File: src/sv/mswr_pkg.sv
`timescale 1ns / 1ps
// ----------------------------------------------------------------------------
// mswr_pkg
// Shared types, codes and helpers for the max stack with remove-maximum.
// ----------------------------------------------------------------------------
package mswr_pkg;

    localparam int DATA_W     = 32;
    localparam int OCC_W      = 7;
    localparam int MODE_W     = 2;
    localparam int MSWR_DEPTH = 64;

    typedef enum logic [MODE_W-1:0] {
        MODE_PUSH   = 2'd0,
        MODE_POP    = 2'd1,
        MODE_REMOVE = 2'd2,
        MODE_PEEK   = 2'd3
    } mode_t;

    typedef enum logic {
        ST_IDLE   = 1'b0,
        ST_REPORT = 1'b1
    } state_t;

    // Command broadcast to every cell of the row, already qualified by the
    // accepted transaction.
    typedef struct packed {
        logic push;
        logic remove;
    } cell_cmd_t;

    function automatic logic signed [DATA_W-1:0] smax(
        input logic signed [DATA_W-1:0] a,
        input logic signed [DATA_W-1:0] b
    );
        smax = (b > a) ? b : a;
    endfunction

endpackage

File: src/sv/mswr_ctrl.sv
`timescale 1ns / 1ps
// ----------------------------------------------------------------------------
// mswr_ctrl
// Sequencer, fill count and output register of the max stack.
// ----------------------------------------------------------------------------
module mswr_ctrl
    import mswr_pkg::*;
#(
    parameter int DEPTH = MSWR_DEPTH,
    localparam int CNT_W = $clog2(DEPTH + 1)
)
(
    input  logic                     clk,
    input  logic                     rst_n,
    input  logic                     in_valid,
    output logic                     in_stall,
    input  logic [MODE_W-1:0]        mode,
    input  logic                     any_stale,
    input  logic signed [DATA_W-1:0] top_sel,
    input  logic signed [DATA_W-1:0] max_sel,
    output cell_cmd_t                cmd,
    output logic [CNT_W-1:0]         count,
    output logic signed [DATA_W-1:0] max_now,
    output logic                     out_valid,
    input  logic                     out_stall,
    output logic signed [DATA_W-1:0] top_value,
    output logic signed [DATA_W-1:0] max_value,
    output logic                     stack_empty,
    output logic [OCC_W-1:0]         occupancy,
    output logic                     dropped
);

    state_t                   state_reg, state_next;
    logic [CNT_W-1:0]         count_reg, count_next;
    logic                     dropped_reg, dropped_next;
    logic signed [DATA_W-1:0] cur_max_reg, cur_max_next;
    logic                     out_valid_reg, out_valid_next;
    logic signed [DATA_W-1:0] top_value_reg, max_value_reg;
    logic                     empty_reg, drop_out_reg;
    logic [OCC_W-1:0]         occ_reg;
    logic                     accept;
    logic                     load;
    logic                     full;
    logic                     none_held;
    mode_t                    op;

    assign op        = mode_t'(mode);
    assign full      = (count_reg == CNT_W'(DEPTH));
    assign none_held = (count_reg == '0);

    // Next-state logic.
    always_comb
    begin
        state_next = state_reg;
        unique case (state_reg)
            ST_IDLE:   if (in_valid) state_next = ST_REPORT;
            ST_REPORT: if (load) state_next = ST_IDLE;
            default:   state_next = ST_IDLE;
        endcase
    end

    // Output logic of the state machine.
    always_comb
    begin
        in_stall = 1'b1;
        accept   = 1'b0;
        load     = 1'b0;
        unique case (state_reg)
            ST_IDLE:
            begin
                in_stall = 1'b0;
                accept   = in_valid;
            end
            ST_REPORT:
            begin
                load = !any_stale && (!out_valid_reg || !out_stall);
            end
            default:
            begin
                in_stall = 1'b1;
            end
        endcase
    end

    always_comb
    begin
        cmd          = '0;
        count_next   = count_reg;
        dropped_next = dropped_reg;
        if (accept)
        begin
            dropped_next = 1'b0;
            unique case (op)
                MODE_PUSH:
                begin
                    if (full)
                    begin
                        dropped_next = 1'b1;
                    end
                    else
                    begin
                        cmd.push   = 1'b1;
                        count_next = count_reg + 1'b1;
                    end
                end
                MODE_POP:
                begin
                    if (!none_held) count_next = count_reg - 1'b1;
                end
                MODE_REMOVE:
                begin
                    if (!none_held)
                    begin
                        cmd.remove = 1'b1;
                        count_next = count_reg - 1'b1;
                    end
                end
                MODE_PEEK: ;
                default: ;
            endcase
        end
    end

    assign cur_max_next = load ? max_sel : cur_max_reg;

    always_comb
    begin
        out_valid_next = out_valid_reg;
        if (load) out_valid_next = 1'b1;
        else if (!out_stall) out_valid_next = 1'b0;
    end

    always_ff @(posedge clk or negedge rst_n)
    begin
        if (!rst_n)
        begin
            state_reg     <= ST_IDLE;
            count_reg     <= '0;
            dropped_reg   <= 1'b0;
            out_valid_reg <= 1'b0;
        end
        else
        begin
            state_reg     <= state_next;
            count_reg     <= count_next;
            dropped_reg   <= dropped_next;
            out_valid_reg <= out_valid_next;
        end
    end

    always_ff @(posedge clk)
    begin
        cur_max_reg <= cur_max_next;
        if (load)
        begin
            top_value_reg <= none_held ? '0 : top_sel;
            max_value_reg <= none_held ? '0 : max_sel;
            empty_reg     <= none_held;
            occ_reg       <= OCC_W'(count_reg);
            drop_out_reg  <= dropped_reg;
        end
    end

    assign count       = count_reg;
    assign max_now     = cur_max_reg;
    assign out_valid   = out_valid_reg;
    assign top_value   = top_value_reg;
    assign max_value   = max_value_reg;
    assign stack_empty = empty_reg;
    assign occupancy   = occ_reg;
    assign dropped     = drop_out_reg;

endmodule

File: config.mk
export PLATFORM = sky130hd
export DESIGN_NAME = mswr_ctrl
export DESIGN_NICKNAME = d
export VERILOG_FILES = /design/src/sv/mswr_pkg.sv /design/src/sv/mswr_ctrl.sv
export SDC_FILE = /design/constraint.sdc
export NUM_CORES = 1
export LEC_CHECK = 0
export CORE_ASPECT_RATIO = 1.75
export CORE_MARGIN = 5
export CORE_UTILIZATION = 62
export DETAILED_ROUTE_END_ITERATION = 8
export DONT_BUFFER_PORTS = 1
export GPL_TIMING_DRIVEN = 1
export PLACE_DENSITY = 0.78
export SLEW_MARGIN = 20
export SYNTH_ARGS = -nofsm -noshare
export SYNTH_HDL_FRONTEND = slang
export SYNTH_SLANG_ARGS = --single-unit
File: constraint.sdc
create_clock -name clk -period 7.45 [get_ports clk]
set_input_delay 0 -clock clk [delete_from_list [all_inputs] [get_ports clk]]
set_output_delay 0 -clock clk [all_outputs]
set_load 0.02 [all_outputs]
Yosys cells after proc, flatten, opt, wreduce, memory -nomap -nowiden --
Index checks and enable logic that the tools add are counted.
Storage, ports and cells: register bits after elaboration 115, bits in latches 0, RAM bits 0, bits in read-only memories 0, input port bits 71, output and inout bits 116, memories kept 0
Cells by class: add/sub/neg operators 2, $mul 0, divide/modulo/power cells 0, magnitude comparators 0, equal/unequal tests 6, shift operators 0, multiplexer cells 18, bitwise gates (word level) 1, reduce and logical (&&, ||, !) cells 10
Operators by type and width (number):
- 7-bit 2-to-1 mux | 2
- 7-bit case mux with 2 select lines | 1
- 1-bit 2-to-1 mux | 13
- 7-bit by 1-bit adder with 7-bit output, second input constant | 1
- 7-bit equality test, second input constant | 1
- 7-bit zero test | 1
- 7-bit by 1-bit subtractor with 7-bit output, second input constant | 1
- 2-bit != test, second input constant | 2
- 4-bit AND reduction | 1
- 1-bit zero test | 3
- 2-bit by 1-bit equality test with 1-bit output, second input constant | 1
- 2-bit equality test, second input constant | 1
- 2-bit zero test | 1
- 2-bit 2-to-1 mux | 1
- 2-bit by 1-bit != test with 1-bit output, second input constant | 1
- 1-bit case mux with 2 select lines | 1
- 2-bit nonzero test | 1
- 2-bit OR reduction | 1
- 1-bit logical AND | 1
- 1-bit logical OR | 1
- 1-bit NOT | 1

Depth between registers and ports, before layout --
word-level depth 6, mapped depth 8, depth with buffers taken out 8

Least setup slack after synthesis --
No wires, ideal clock.
path type register -> register, start point register state_reg, end point register drop_out_reg (netlist: dropped), enable pin, library setup time 0.605 ns, arrival 5.708 ns, slack 1.137 ns, stages on the path, launching flop included 3, path buffers 0, period minus slack after synthesis 6.313 ns, path through dfrtp_1 > nand2b_1 > a21oi_1
Between the ends: cells in the longest elaborated chain, start to end 1
Ends and longest elaborated chain:
- from (decl) | line mswr_ctrl.sv:33 | state_t state_reg, state_next;
- from (signal assigned) | line mswr_ctrl.sv:144 | state_reg <= state_next;
- 1-bit 2-to-1 mux | line mswr_ctrl.sv:68 | unique case (state_reg)
- net load | line mswr_ctrl.sv:42 | logic load;
- to (signal assigned) | line mswr_ctrl.sv:160 | drop_out_reg <= dropped_reg;
- to (decl) | line mswr_ctrl.sv:39 | logic empty_reg, drop_out_reg;
The timed path passes the listed nets, and every way through them passes these cells. A chain may end at the register's enable or synchronous reset.

Final worst setup path --
start point register state_reg, end point register cur_max_reg[4] (netlist: max_now[4]), enable pin
Between the ends: cells in the longest elaborated chain, start to end 1
Ends and longest elaborated chain:
- 1-bit 2-to-1 mux | line mswr_ctrl.sv:68
- net load | line mswr_ctrl.sv:42
- to (signal assigned) | line mswr_ctrl.sv:153 | cur_max_reg <= cur_max_next;
- to (decl) | line mswr_ctrl.sv:36 | logic signed [DATA_W-1:0] cur_max_reg, cur_max_next;
The timed path passes the listed nets, and every way through them passes these cells.

==> results.sh <==
export IMPL_final_nets=413
export IMPL_yosys_area_top_type="edfxtp_1"
export IMPL_fin_crit_ns=2.44
export IMPL_path_class="reg2reg"
export IMPL_place_hpwl_mm=6.35
export IMPL_yosys_top_cells_count="edfxtp_1 (105), nor2b_1 (66), dfrtp_1 (10), nor2_1 (10), ha_1 (9)"
export IMPL_crit_top_cell="buf_4"
export IMPL_hold_depth=4
export IMPL_crit_required_ns=7.46
export IMPL_swShare_pct=28.0
export IMPL_core_area_um2=6860
export IMPL_synth_mux_area_share_pct=1.62
export IMPL_gp_congestion=0.771
export IMPL_fin_crit_sh_pct=32.8
export IMPL_drv_slew=0
export IMPL_fp_dieH_um=121
export IMPL_pin_count=187
export IMPL_worstMarginPinSlew_ns=0.807
export IMPL_rows=40
export IMPL_die_area_um2=8830
export IMPL_ant_nets=0
export IMPL_synth_most_common_cell="edfxtp_1"
export IMPL_via_per_inst=5.59
export IMPL_max_cap_violations=0
export IMPL_synth_compound_area_share_pct=2.40
export IMPL_syn_avg_cell_area_um2=17.3
export IMPL_synthesis_area_um2=4340
export IMPL_worstHoldPathType="in2reg"
export IMPL_cp_arrival_ns=2.45
export IMPL_internal_power_mw=1.42
export IMPL_async_flop_share_pct=8.70
export IMPL_p_comb_share_pct=12.9
export IMPL_rr_endpoint="max_now[4]"
export IMPL_setup_worst_path_end_class="register"
export IMPL_finalSetupViolations=0
export IMPL_setup_slack_ns=5.01
export IMPL_vdd_drop_max_mv=0.253
export IMPL_drt_first_pass_iters=4
export IMPL_die_w_um=73.2
export IMPL_antenna_cells=0
export IMPL_worstReg2RegStart="state_reg"
export IMPL_p_seq_share_pct=49.6
export IMPL_yosys_area_share_xor_xnor_pct=1.21
export IMPL_root_buffer="clkbuf_16"
export IMPL_area_growth_pct=30.4
export IMPL_yosys_most_used_dff="edfxtp_1"
export IMPL_syn_num_nets=331
export IMPL_gr_total_overflow=0
export IMPL_p_per_area_nw_per_um2=349
export IMPL_cp_num_buf_inv=2
export IMPL_cts_htree_levels=4
export IMPL_wire_per_inst_um=23.5
export IMPL_outcome="finished clean"
export IMPL_clkTransAtPathRegs_ns=0.05
export IMPL_drtIter0Drc=119
export IMPL_postSynthCellCount=250
export IMPL_ys_seq_area_share_pct=78.5
export IMPL_yosys_cell_types_count=27
export IMPL_portBuffers=0
export IMPL_crit_chain="nand2b_1 > a21oi_4 > buf_4 > buf_4"
export IMPL_p_leak_nw=2.07
export IMPL_crit_family="buffers and inverters"
export IMPL_place_ws_ns=5.06
export IMPL_clkPwrFrac_pct=37.4
export IMPL_antenna_found_initial=0
export IMPL_synth_top_family_by_area="simple AND/OR/NAND/NOR gates"
export IMPL_cts_resized=0
export IMPL_reg2reg_depth=4
export IMPL_hold_viol_final=0
export IMPL_grt_max_degree=66
export IMPL_synth_seq_cells=115
export IMPL_cts_made_buffers=17
export IMPL_synthSimpleGateAreaFrac_pct=11.7
export IMPL_slowest_delay_ns=0.74
export IMPL_grt_pass1_vias=2586
export IMPL_critPathMaxFanout=65
export IMPL_synth_edf_count=105
export IMPL_clock_fmax_mhz=410
export IMPL_via_count=2398
export IMPL_synth_area_leaders="edfxtp_1 (73%), nor2b_1 (9.5%), dfrtp_1 (5.8%)"
export IMPL_skew_ns=0.00748
export IMPL_critPathLaunchType="register"
export IMPL_grt_pass1_wl_mm=14.8
export IMPL_hold_start="mode[1]"
export IMPL_tns_ns=0
export IMPL_yosysTopAreaCellShare_pct=72.7
export IMPL_yosysWarnings=0
export IMPL_clock_sinks=115
export IMPL_synthAdderAreaFrac_pct=3.06
export IMPL_netSwitchingPower_mw=0.552
export IMPL_max_slew_margin_rel_pct=46.2
export IMPL_ff2ff_setup_slack_ns=5.01
export IMPL_cts_buffer_depth=2
export IMPL_rsz0062_at_grt="no"
export IMPL_slowest_stage="buf_4"
export IMPL_cts_tree="built"
export IMPL_drive_above_1_share_pct=11.0
export IMPL_routed_wl_mm=10.1
export IMPL_clkLatencyLatePin_ns=0.39
export IMPL_start_util_pct=63.2
export IMPL_whs_endpoint="dropped_reg"
export IMPL_drc=0
export IMPL_track_usage_pct=23.3
-- worst register-to-register path, cell delays in order (launching register included) --
cell and delay (ns):
dfrtp_1 0.51, nand2b_1 0.17, a21oi_4 0.13, buf_4 0.45, buf_4 0.78
-- logic make-up after synthesis --
group,after synthesis
AOI/OAI and AO/OA,16
adders and majority gates,10
buffers and inverters,10
and+or+nand+nor,88
muxes,5
DFF,115
xor gates and xnor gates,6
-- power by group through the flow --
stage | Combinational (mW) | Sequential, mW | Clock (mW)
after floorplan | 0.179 | 0.975 | 0
after global placement | 0.208 | 0.987 | 0
after detailed placement | 0.217 | 0.990 | 0
after CTS | 0.253 | 0.980 | 0.743
after global routing | 0.278 | 0.988 | 0.785
final | 0.255 | 0.979 | 0.738
-- worst max-delay path by stage --
stage	start	to	slack, ns	depth (start not counted)
2_1_floorplan	state_reg	dropped	1.14	2
3_3_place_gp	state_reg	top_value[24]	5.13	4
3_5_place_dp	state_reg	top_value[24]	5.06	4
4_1_cts	state_reg	max_now[12]	5.04	4
5_1_grt	state_reg	top_value[3]	4.89	4
6_report	state_reg	max_now[4]	5.01	4
-- cell type report --
class | instances | area, um2
tap | 84 | 105
clock inverter | 15 | 123
sequential | 115 | 3400
timing repair buffer | 71 | 703
clock buffer | 17 | 425
multi-input combinational | 125 | 887
inverter | 2 | 7.51
fill | 303 | 1200
-- per-layer routing --
metal	global-route usage (%)	part of all wire, %
met5	0	0
met4	11.7	2.9
met3	6.41	7.1
met2	41.5	57
met1	24.1	33
-- stage by stage --
| stage | hold slack [ns] | total power [mW] | area, um2 | std cells | utilization [%] |
|---|---|---|---|---|---|
| 2_1_floorplan | -0.296 | 1.15 | 4340 | 250 | - |
| 3_3_place_gp | -0.295 | 1.19 | 4430 | 329 | 64.5 |
| 3_5_place_dp | -0.295 | 1.21 | 4430 | 329 | 64.5 |
| 4_1_cts | 0.00631 | 1.98 | 5650 | 429 | 82.5 |
| 5_1_grt | 0.0430 | 2.05 | 5650 | 429 | 82.5 |
| 6_report | 0.0216 | 1.97 | 5650 | 429 | 82.5 |
-- timing repair --
item,4_1_cts,5_1_grt
hold endpoints to repair,109,0
setup buffers,0,0
hold buffers,68,0
-- layout by cell type (no fill, tap or decap), types with 3 or more instances in the layout --
| master | n |
|---|---|
| edfxtp_1 | 105 |
| dlygate4sd3_1 | 68 |
| nor2b_1 | 66 |
| clkbuf_16 | 17 |
| dfrtp_1 | 10 |
| nor2_1 | 9 |
| ha_1 | 9 |
| clkinv_1 | 6 |
| nand2_1 | 5 |
| xnor2_1 | 5 |
| clkinv_2 | 5 |
| o21ai_0 | 4 |
| a21oi_1 | 4 |
| mux2_4 | 4 |
| nand3_1 | 3 |
| buf_4 | 3 |
Note: power is estimated with default switching activity, not from simulation.
