File: src/sv/mswr_pkg.sv
`timescale 1ns / 1ps
// ----------------------------------------------------------------------------
// mswr_pkg
// Shared types, codes and helpers for the max stack with remove-maximum.
// ----------------------------------------------------------------------------
package mswr_pkg;

    localparam int DATA_W     = 32;
    localparam int OCC_W      = 7;
    localparam int MODE_W     = 2;
    localparam int MSWR_DEPTH = 64;

    typedef enum logic [MODE_W-1:0] {
        MODE_PUSH   = 2'd0,
        MODE_POP    = 2'd1,
        MODE_REMOVE = 2'd2,
        MODE_PEEK   = 2'd3
    } mode_t;

    typedef enum logic {
        ST_IDLE   = 1'b0,
        ST_REPORT = 1'b1
    } state_t;

    // Command broadcast to every cell of the row, already qualified by the
    // accepted transaction.
    typedef struct packed {
        logic push;
        logic remove;
    } cell_cmd_t;

    function automatic logic signed [DATA_W-1:0] smax(
        input logic signed [DATA_W-1:0] a,
        input logic signed [DATA_W-1:0] b
    );
        smax = (b > a) ? b : a;
    endfunction

endpackage

File: src/sv/mswr_cell.sv
`timescale 1ns / 1ps
// ----------------------------------------------------------------------------
// mswr_cell
// One stack slot: holds its value and the prefix maximum of all slots at or
// below it, and takes part in the shift and the prefix-maximum wave.
// ----------------------------------------------------------------------------
module mswr_cell
    import mswr_pkg::*;
#(
    parameter bit FIRST = 1'b0
)
(
    input  logic                     clk,
    input  logic                     rst_n,
    input  cell_cmd_t                cmd,
    input  logic signed [DATA_W-1:0] push_value,
    input  logic signed [DATA_W-1:0] max_now,
    input  logic                     slot_valid,
    input  logic                     at_count,
    input  logic                     shift_ok,
    input  logic signed [DATA_W-1:0] prev_pmax,
    input  logic                     prev_stale,
    input  logic signed [DATA_W-1:0] next_val,
    output logic signed [DATA_W-1:0] val,
    output logic signed [DATA_W-1:0] pmax,
    output logic                     stale
);

    logic signed [DATA_W-1:0] val_reg, val_next;
    logic signed [DATA_W-1:0] pmax_reg, pmax_next;
    logic                     stale_reg, stale_next;
    logic                     mark;
    logic                     shift;

    // The deepest maximum is where the prefix maximum first reaches it.
    assign mark  = slot_valid && (pmax_reg == max_now) && (FIRST || (prev_pmax != max_now));
    assign shift = cmd.remove && shift_ok && (pmax_reg == max_now);

    always_comb
    begin
        val_next   = val_reg;
        pmax_next  = pmax_reg;
        stale_next = stale_reg;
        if (cmd.push && at_count)
        begin
            val_next  = push_value;
            pmax_next = FIRST ? push_value : smax(prev_pmax, push_value);
        end
        else if (shift)
        begin
            val_next = next_val;
            if (mark)
            begin
                pmax_next  = FIRST ? next_val : smax(prev_pmax, next_val);
                stale_next = 1'b0;
            end
            else
            begin
                stale_next = 1'b1;
            end
        end
        else if (stale_reg && !prev_stale)
        begin
            // The wave front: the neighbor below is up to date again.
            pmax_next  = FIRST ? val_reg : smax(prev_pmax, val_reg);
            stale_next = 1'b0;
        end
    end

    always_ff @(posedge clk or negedge rst_n)
    begin
        if (!rst_n)
        begin
            stale_reg <= 1'b0;
        end
        else
        begin
            stale_reg <= stale_next;
        end
    end

    always_ff @(posedge clk)
    begin
        val_reg  <= val_next;
        pmax_reg <= pmax_next;
    end

    assign val   = val_reg;
    assign pmax  = pmax_reg;
    assign stale = stale_reg;

endmodule

File: config.mk
export PLATFORM = sky130hd
export DESIGN_NAME = mswr_cell
export DESIGN_NICKNAME = d
export VERILOG_FILES = /design/src/sv/mswr_pkg.sv /design/src/sv/mswr_cell.sv
export SDC_FILE = /design/constraint.sdc
export NUM_CORES = 1
export LEC_CHECK = 0
export BUFFER_PORTS_ARGS = -buffer_cell sky130_fd_sc_hd__clkbuf_2
export CAP_MARGIN = 20
export CORE_MARGIN = 1
export CORE_UTILIZATION = 49
export CTS_CLUSTER_SIZE = 12
export DETAILED_ROUTE_END_ITERATION = 8
export HOLD_SLACK_MARGIN = 0.1
export PLACE_DENSITY = 0.78
export SLEW_MARGIN = 25
export SYNTH_ARGS = -nofsm -noshare
export SYNTH_HDL_FRONTEND = slang
export SYNTH_SLANG_ARGS = --single-unit
export TNS_END_PERCENT = 20
File: constraint.sdc
create_clock -name clk -period 7.6 [get_ports clk]
set_clock_uncertainty 0.1 [all_clocks]
set_input_delay 1.14 -clock clk [delete_from_list [all_inputs] [get_ports clk]]
set_output_delay 1.14 -clock clk [all_outputs]
set_load 0.005 [all_outputs]
=== After elaboration in Yosys (flattened, before gate mapping) ===
Index checks and enable logic that the tools add are counted.

* Register bits after elaboration: 65
* Input port bits: 136
* Word-level logic and storage cells: 34

* $lt $le $gt $ge: 3
* Equal/unequal tests: 3
* Mux-type cells: 12
* Bitwise gates (word level): 1
* Reductions and logical operators: 12

{| class="wikitable"
|+ Operators by type and width
! operator !! count
|-
| 32-bit two-way mux || 9
|-
| 32-bit greater-than comparator || 3
|-
| 32-bit equality test || 1
|-
| 32-bit != test || 1
|-
| 1-bit logical AND || 6
|-
| 2-bit AND reduction || 2
|-
| 2-bit nonzero test || 2
|-
| 1-bit two-way mux || 3
|-
| 3-bit by 2-bit != test with 1-bit output, second input constant || 1
|-
| 3-bit nonzero test || 1
|-
| 1-bit zero test || 1
|-
| 1-bit NOT || 1
|}

=== Depth between registers and ports, before layout ===
* Word-level depth: 6
* Depth in mapped cells: 13

=== Worst setup path before layout ===
Ideal clock, no wire load.

* Path type: input -> register
* From: in max_now[26]
* To: reg pmax_reg[0] (netlist: pmax[0]), enable pin
* Library setup time: 436 ps
* Data arrival time: 3,737 ps
* Required time: 7,064 ps
* Path slack: 3,327 ps
* Cell stages on the path: 6
* Cell sequence: xnor2_1 -> nand4_1 -> nor4_1 -> nand4_1 -> and2_1 -> a22oi_1

* Word-level cells in the longest chain between the ends: 5
* Elaborated cells between the ends (all ways): 8

{| class="wikitable"
|+ Ends and longest elaborated chain
! element !! line !! source
|-
| start, declared || mswr_cell.sv:17 || <nowiki>input logic signed [DATA_W-1:0] max_now,</nowiki>
|-
| 32-bit equality test || mswr_cell.sv:36, mswr_cell.sv:37 ||
|-
| 1-bit logical AND (2 in series) || mswr_cell.sv:36 || <nowiki>assign mark = slot_valid && (pmax_reg == max_now) && (FIRST || (prev_pmax != max_now));</nowiki>
|-
| 3-bit by 2-bit != test with 1-bit output (no line) || n/a ||
|-
| 2-bit AND reduction (no line) * || n/a ||
|-
| end signal, assigned || mswr_cell.sv:85 || <nowiki>pmax_reg <= pmax_next;</nowiki>
|-
| end, declared || mswr_cell.sv:30 || <nowiki>logic signed [DATA_W-1:0] pmax_reg, pmax_next;</nowiki>
|}

Mark *: on every way between the ends. The rest lies on a longest branch, timed or not.
A chain may end at the register's enable or synchronous reset.

=== Worst setup path after layout ===
* From: in prev_pmax[15]
* To: reg pmax_reg[20] (netlist: pmax[20]), data pin

* Word-level cells in the longest chain between the ends: 5
* Elaborated cells between the ends (all ways): 10

{| class="wikitable"
|+ Ends and longest elaborated chain
! element !! line !! source
|-
| start, declared || mswr_cell.sv:21 || <nowiki>input logic signed [DATA_W-1:0] prev_pmax,</nowiki>
|-
| 32-bit greater-than comparator || mswr_pkg.sv:36 || <nowiki>smax = (b > a) ? b : a;</nowiki>
|-
| 32-bit two-way mux || mswr_pkg.sv:36 ||
|-
| 32-bit two-way mux (on tied branches) || mswr_cell.sv:62, mswr_cell.sv:52 ||
|-
| 32-bit two-way mux || mswr_cell.sv:49 || <nowiki>else if (shift)</nowiki>
|-
| 32-bit two-way mux * || mswr_cell.sv:44 || <nowiki>if (cmd.push && at_count)</nowiki>
|-
| net pmax_next[20] || mswr_cell.sv:30 ||
|}

The timed path passes the listed nets; every way through them passes the cells marked *. The select of a mux whose other input is x is not followed.

==> out/metrics.csv <==
metric,value,unit
run_status,finished clean,
io_pins,201,
place_congestion,1.007,
slew_headroom,29.47,%
root_driver,sky130_fd_sc_hd__clkbuf_16,
die_height,117.8,um
rsz_0062_raised_after_global_routing,false,
dpl_worst_slack,2.326,ns
number_of_global_route_vias_before_repair,6400,
layout.nets,1136,
cts_tree,built,
seq_power_share,34.5,%
design.die.area,13890,sq um
crit_type,in2reg,
worst_path_required_time,7.60,ns
drt_pre_antenna_iters,5,
timing.critical_path.from_type,input pin,
cts_max_level,3,
final.setup.tns,0,ns
synth-edff-count,64,
timing_worst_slew_pin_value,1.036,ns
synth_top_cell_area_share,29.23,%
drt_iter0_markers,765,
ys_async_sr_fraction,1.538,%
worst_skew_pair.late_latency,0.35,ns
final_util,62.24,%
layout.filler_cells,1161,
worst-path-max-fanout,19,
area_growth_syn_to_layout,21.88,%
synth_area,6575,sq um
fin_area,8014,sq um
final_antenna_net_count,0,
postCtsResizedCells,0,
synth_cells,716,
core_box_area,12880,sq um
worstSetupEndpointType,flip-flop,
fp.dieW,117.8,um
sequential_element_share_of_the_synthesized_area,29.61,%
starting_density_of_the_core,51.06,%
report.final.hold_viol_count,0,
ys_dominant_reg_cell,sky130_fd_sc_hd__edfxtp_1,
clockBufferDepth,2,
ctsHoldBuffers,0,
syn_avg_cell_area,9.183,sq um
power_switching,0.0004498,W
grt_util_all_layers,33.58,%
route.final.wire_length,23440,um
vias_per_cell,6.216,
fmax,0.1988,GHz
drv.max_cap_violation_count,0,
setup_viol,0,
synth_cell_types,49,
clk_pin_slew_worst_paths,0.06,ns
rows,41,
timing.hold.worst.class,in2async,
synth.top_cells.by_area,"sky130_fd_sc_hd__edfxtp_1, sky130_fd_sc_hd__ha_1, sky130_fd_sc_hd__nand2_1",
layout_setup_ws,2.570,ns
cts_num_sinks,65,
tritoncts.num_buffers,9,
drc_errors,0,
final_min_period_over_clock_period,66.19,%
synth_area_leader_cell,sky130_fd_sc_hd__edfxtp_1,
internal_power,0.0008813,W
grt_pass1_wl,35470,um
hpwlAfterDp,17690,um
grt_remaining_overflow,0,
synth_seq_cells,65,
initial_antenna_violation_count,1,
leakage,3.725,nW
numPortBuffers,200,
worst-endpoint-arrival,5.03,ns
crit_path_time_final,5.030,ns
power_density,166.1,nW/um^2
ys_warns,0,
vdd_ir_drop_max,0.0001039,V
wl_per_cell,21.66,um
maximum_number_of_pins_on_one_net_before_global_route_repair,52,
placement.cell_area,7732,sq um
routed-via-count,6726,
drive_gt1_share,26.62,%
p_sw_share,33.79,%
relative_contribution_of_combinational_cells_to_total_power,34.5,%
maxSlewViolCount,0,
cts.repair_timing.setup_buffer_count,0,
pwr-share-clk,31.0,%
mappedNetlistNets,948,
[metal layers]
metal	vias to the layer above	routed length [um]	part of all wire (%)	GRT usage, %
li1	3092	-	-	-
met1	3115	9654	41	45.85
met2	456	10300	44	51.62
met3	63	2484	11	6.202
met4	0	993	4.2	14.82
met5	-	0	0	0
[through the flow]
stage,instances,power (W),hold WS [ns]
global route,1082,0.001385,0.4564
finish,1082,0.001331,0.4516
CTS,1081,0.001319,0.4497
detailed placement,1065,0.0009102,0.4778
global placement,1065,0.0009046,0.4729
floorplan,716,0.0007358,0.4117
[Yosys cell counts (2+ instances only)]
| cell type | number |
|---|---|
| sky130_fd_sc_hd__a21o_1 | 4 |
| sky130_fd_sc_hd__edfxtp_1 | 64 |
| sky130_fd_sc_hd__o211ai_1 | 6 |
| sky130_fd_sc_hd__nor2b_1 | 3 |
| sky130_fd_sc_hd__a221oi_1 | 4 |
| sky130_fd_sc_hd__nand2b_1 | 3 |
| sky130_fd_sc_hd__o22a_1 | 15 |
| sky130_fd_sc_hd__nand2_1 | 121 |
| sky130_fd_sc_hd__nor4_1 | 12 |
| sky130_fd_sc_hd__and4_1 | 2 |
| sky130_fd_sc_hd__o221a_2 | 15 |
| sky130_fd_sc_hd__a41oi_1 | 16 |
| sky130_fd_sc_hd__clkbuf_1 | 22 |
| sky130_fd_sc_hd__xnor2_1 | 29 |
| sky130_fd_sc_hd__a22o_1 | 18 |
| sky130_fd_sc_hd__nand3_1 | 11 |
| sky130_fd_sc_hd__mux2i_1 | 35 |
| sky130_fd_sc_hd__and2_1 | 2 |
| sky130_fd_sc_hd__or3_1 | 2 |
| sky130_fd_sc_hd__a211oi_1 | 2 |
| sky130_fd_sc_hd__nor3_1 | 7 |
| sky130_fd_sc_hd__nor2_1 | 10 |
| sky130_fd_sc_hd__ha_1 | 96 |
| sky130_fd_sc_hd__a21boi_0 | 2 |
| sky130_fd_sc_hd__a211o_1 | 2 |
| sky130_fd_sc_hd__o21ai_0 | 34 |
| sky130_fd_sc_hd__inv_1 | 38 |
| sky130_fd_sc_hd__buf_6 | 2 |
| sky130_fd_sc_hd__a21oi_1 | 52 |
| sky130_fd_sc_hd__xor2_1 | 35 |
| sky130_fd_sc_hd__buf_2 | 5 |
| sky130_fd_sc_hd__nand4_1 | 30 |
[area by class of cell]
type / instances / area, sq um / share of cell area, %
inverter: 39 / 146.4 / 1.827
clock buffer: 11 / 232.7 / 2.904
timing repair buffer: 207 / 1054 / 13.15
clock inverter: 5 / 46.29 / 0.5777
multi-input combinational: 582 / 4370 / 54.54
tap: 172 / 215.2 / 2.685
antenna: 1 / 2.502 / 0.03123
sequential: 65 / 1947 / 24.29
[critical path, stage by stage]
cell and delay (ns):
sky130_fd_sc_hd__clkbuf_2 0.14, sky130_fd_sc_hd__inv_1 0.10, sky130_fd_sc_hd__ha_1 0.35, sky130_fd_sc_hd__nand4_1 0.18
sky130_fd_sc_hd__nor2_1 0.08, sky130_fd_sc_hd__a221oi_1 0.29, sky130_fd_sc_hd__o211ai_1 0.17, sky130_fd_sc_hd__a21oi_1 0.29
sky130_fd_sc_hd__mux2i_4 0.92, sky130_fd_sc_hd__nand2_1 0.83, sky130_fd_sc_hd__o221a_2 0.55
[cell usage in the layout (no fill, tap or decap), types with 3 or more instances in the layout]
| master | count |
|---|---|
| sky130_fd_sc_hd__o211ai_1 | 6 |
| sky130_fd_sc_hd__inv_1 | 38 |
| sky130_fd_sc_hd__nor4_1 | 12 |
| sky130_fd_sc_hd__a22o_1 | 18 |
| sky130_fd_sc_hd__clkinv_1 | 4 |
| sky130_fd_sc_hd__a21o_1 | 4 |
| sky130_fd_sc_hd__buf_4 | 7 |
| sky130_fd_sc_hd__nor2_1 | 10 |
| sky130_fd_sc_hd__mux2i_1 | 34 |
| sky130_fd_sc_hd__o21ai_0 | 33 |
| sky130_fd_sc_hd__o221a_2 | 15 |
| sky130_fd_sc_hd__a221oi_1 | 4 |
| sky130_fd_sc_hd__o22a_1 | 15 |
| sky130_fd_sc_hd__xnor2_1 | 29 |
| sky130_fd_sc_hd__nand4_1 | 30 |
| sky130_fd_sc_hd__ha_1 | 96 |
| sky130_fd_sc_hd__nand2_1 | 121 |
| sky130_fd_sc_hd__a21oi_1 | 52 |
| sky130_fd_sc_hd__edfxtp_1 | 64 |
| sky130_fd_sc_hd__xor2_1 | 35 |
| sky130_fd_sc_hd__nor3_1 | 7 |
| sky130_fd_sc_hd__a41oi_1 | 16 |
| sky130_fd_sc_hd__clkbuf_2 | 200 |
| sky130_fd_sc_hd__nand2b_1 | 3 |
| sky130_fd_sc_hd__nor2b_1 | 3 |
| sky130_fd_sc_hd__nand3_1 | 11 |
| sky130_fd_sc_hd__clkbuf_16 | 9 |
[kinds of logic (layout without fill, tap and decap cells)]
family | Yosys count | count (layout) | share of synthesized area [%]
adder cells (fa/ha/maj) | 96 | 96 | 18.27
multiplexers | 35 | 35 | 5.328
AND/OR/NAND/NOR | 209 | 209 | 14.94
XOR/XNOR | 64 | 64 | 8.525
flip-flops | 65 | 65 | 29.61
AO/OA/AOI/OAI | 178 | 178 | 19.07
other | 0 | 1 | 0
buffers and inverters | 69 | 262 | 4.262
[worst paths after layout]
check                                  start            endpoint  slack (ns)  depth (start not counted)
min in group clk           stale$_DFFE_PN0P_   stale$_DFFE_PN0P_        0.51                          1
hold / removal                         rst_n   stale$_DFFE_PN0P_        0.45                          1
max in group asynchronous              rst_n   stale$_DFFE_PN0P_        6.86                          1
setup reg to reg           val[31]$_DFFE_PP_  pmax[24]$_DFFE_PP_        3.33                          9
setup / recovery               prev_pmax[15]  pmax[20]$_DFFE_PP_        2.57                         11
hold reg to reg            stale$_DFFE_PN0P_   stale$_DFFE_PN0P_        0.51                          1
[power groups by stage]
stage	Combinational (W)	Clock, W	Sequential, W
floorplan	0.000274	0	0.000462
global placement	0.000439	0	0.000466
detailed placement	0.000445	0	0.000465
CTS	0.000449	0.000411	0.000459
global route	0.000496	0.000427	0.000461
finish	0.000459	0.000412	0.000459
(Power assumes the default switching activity.)
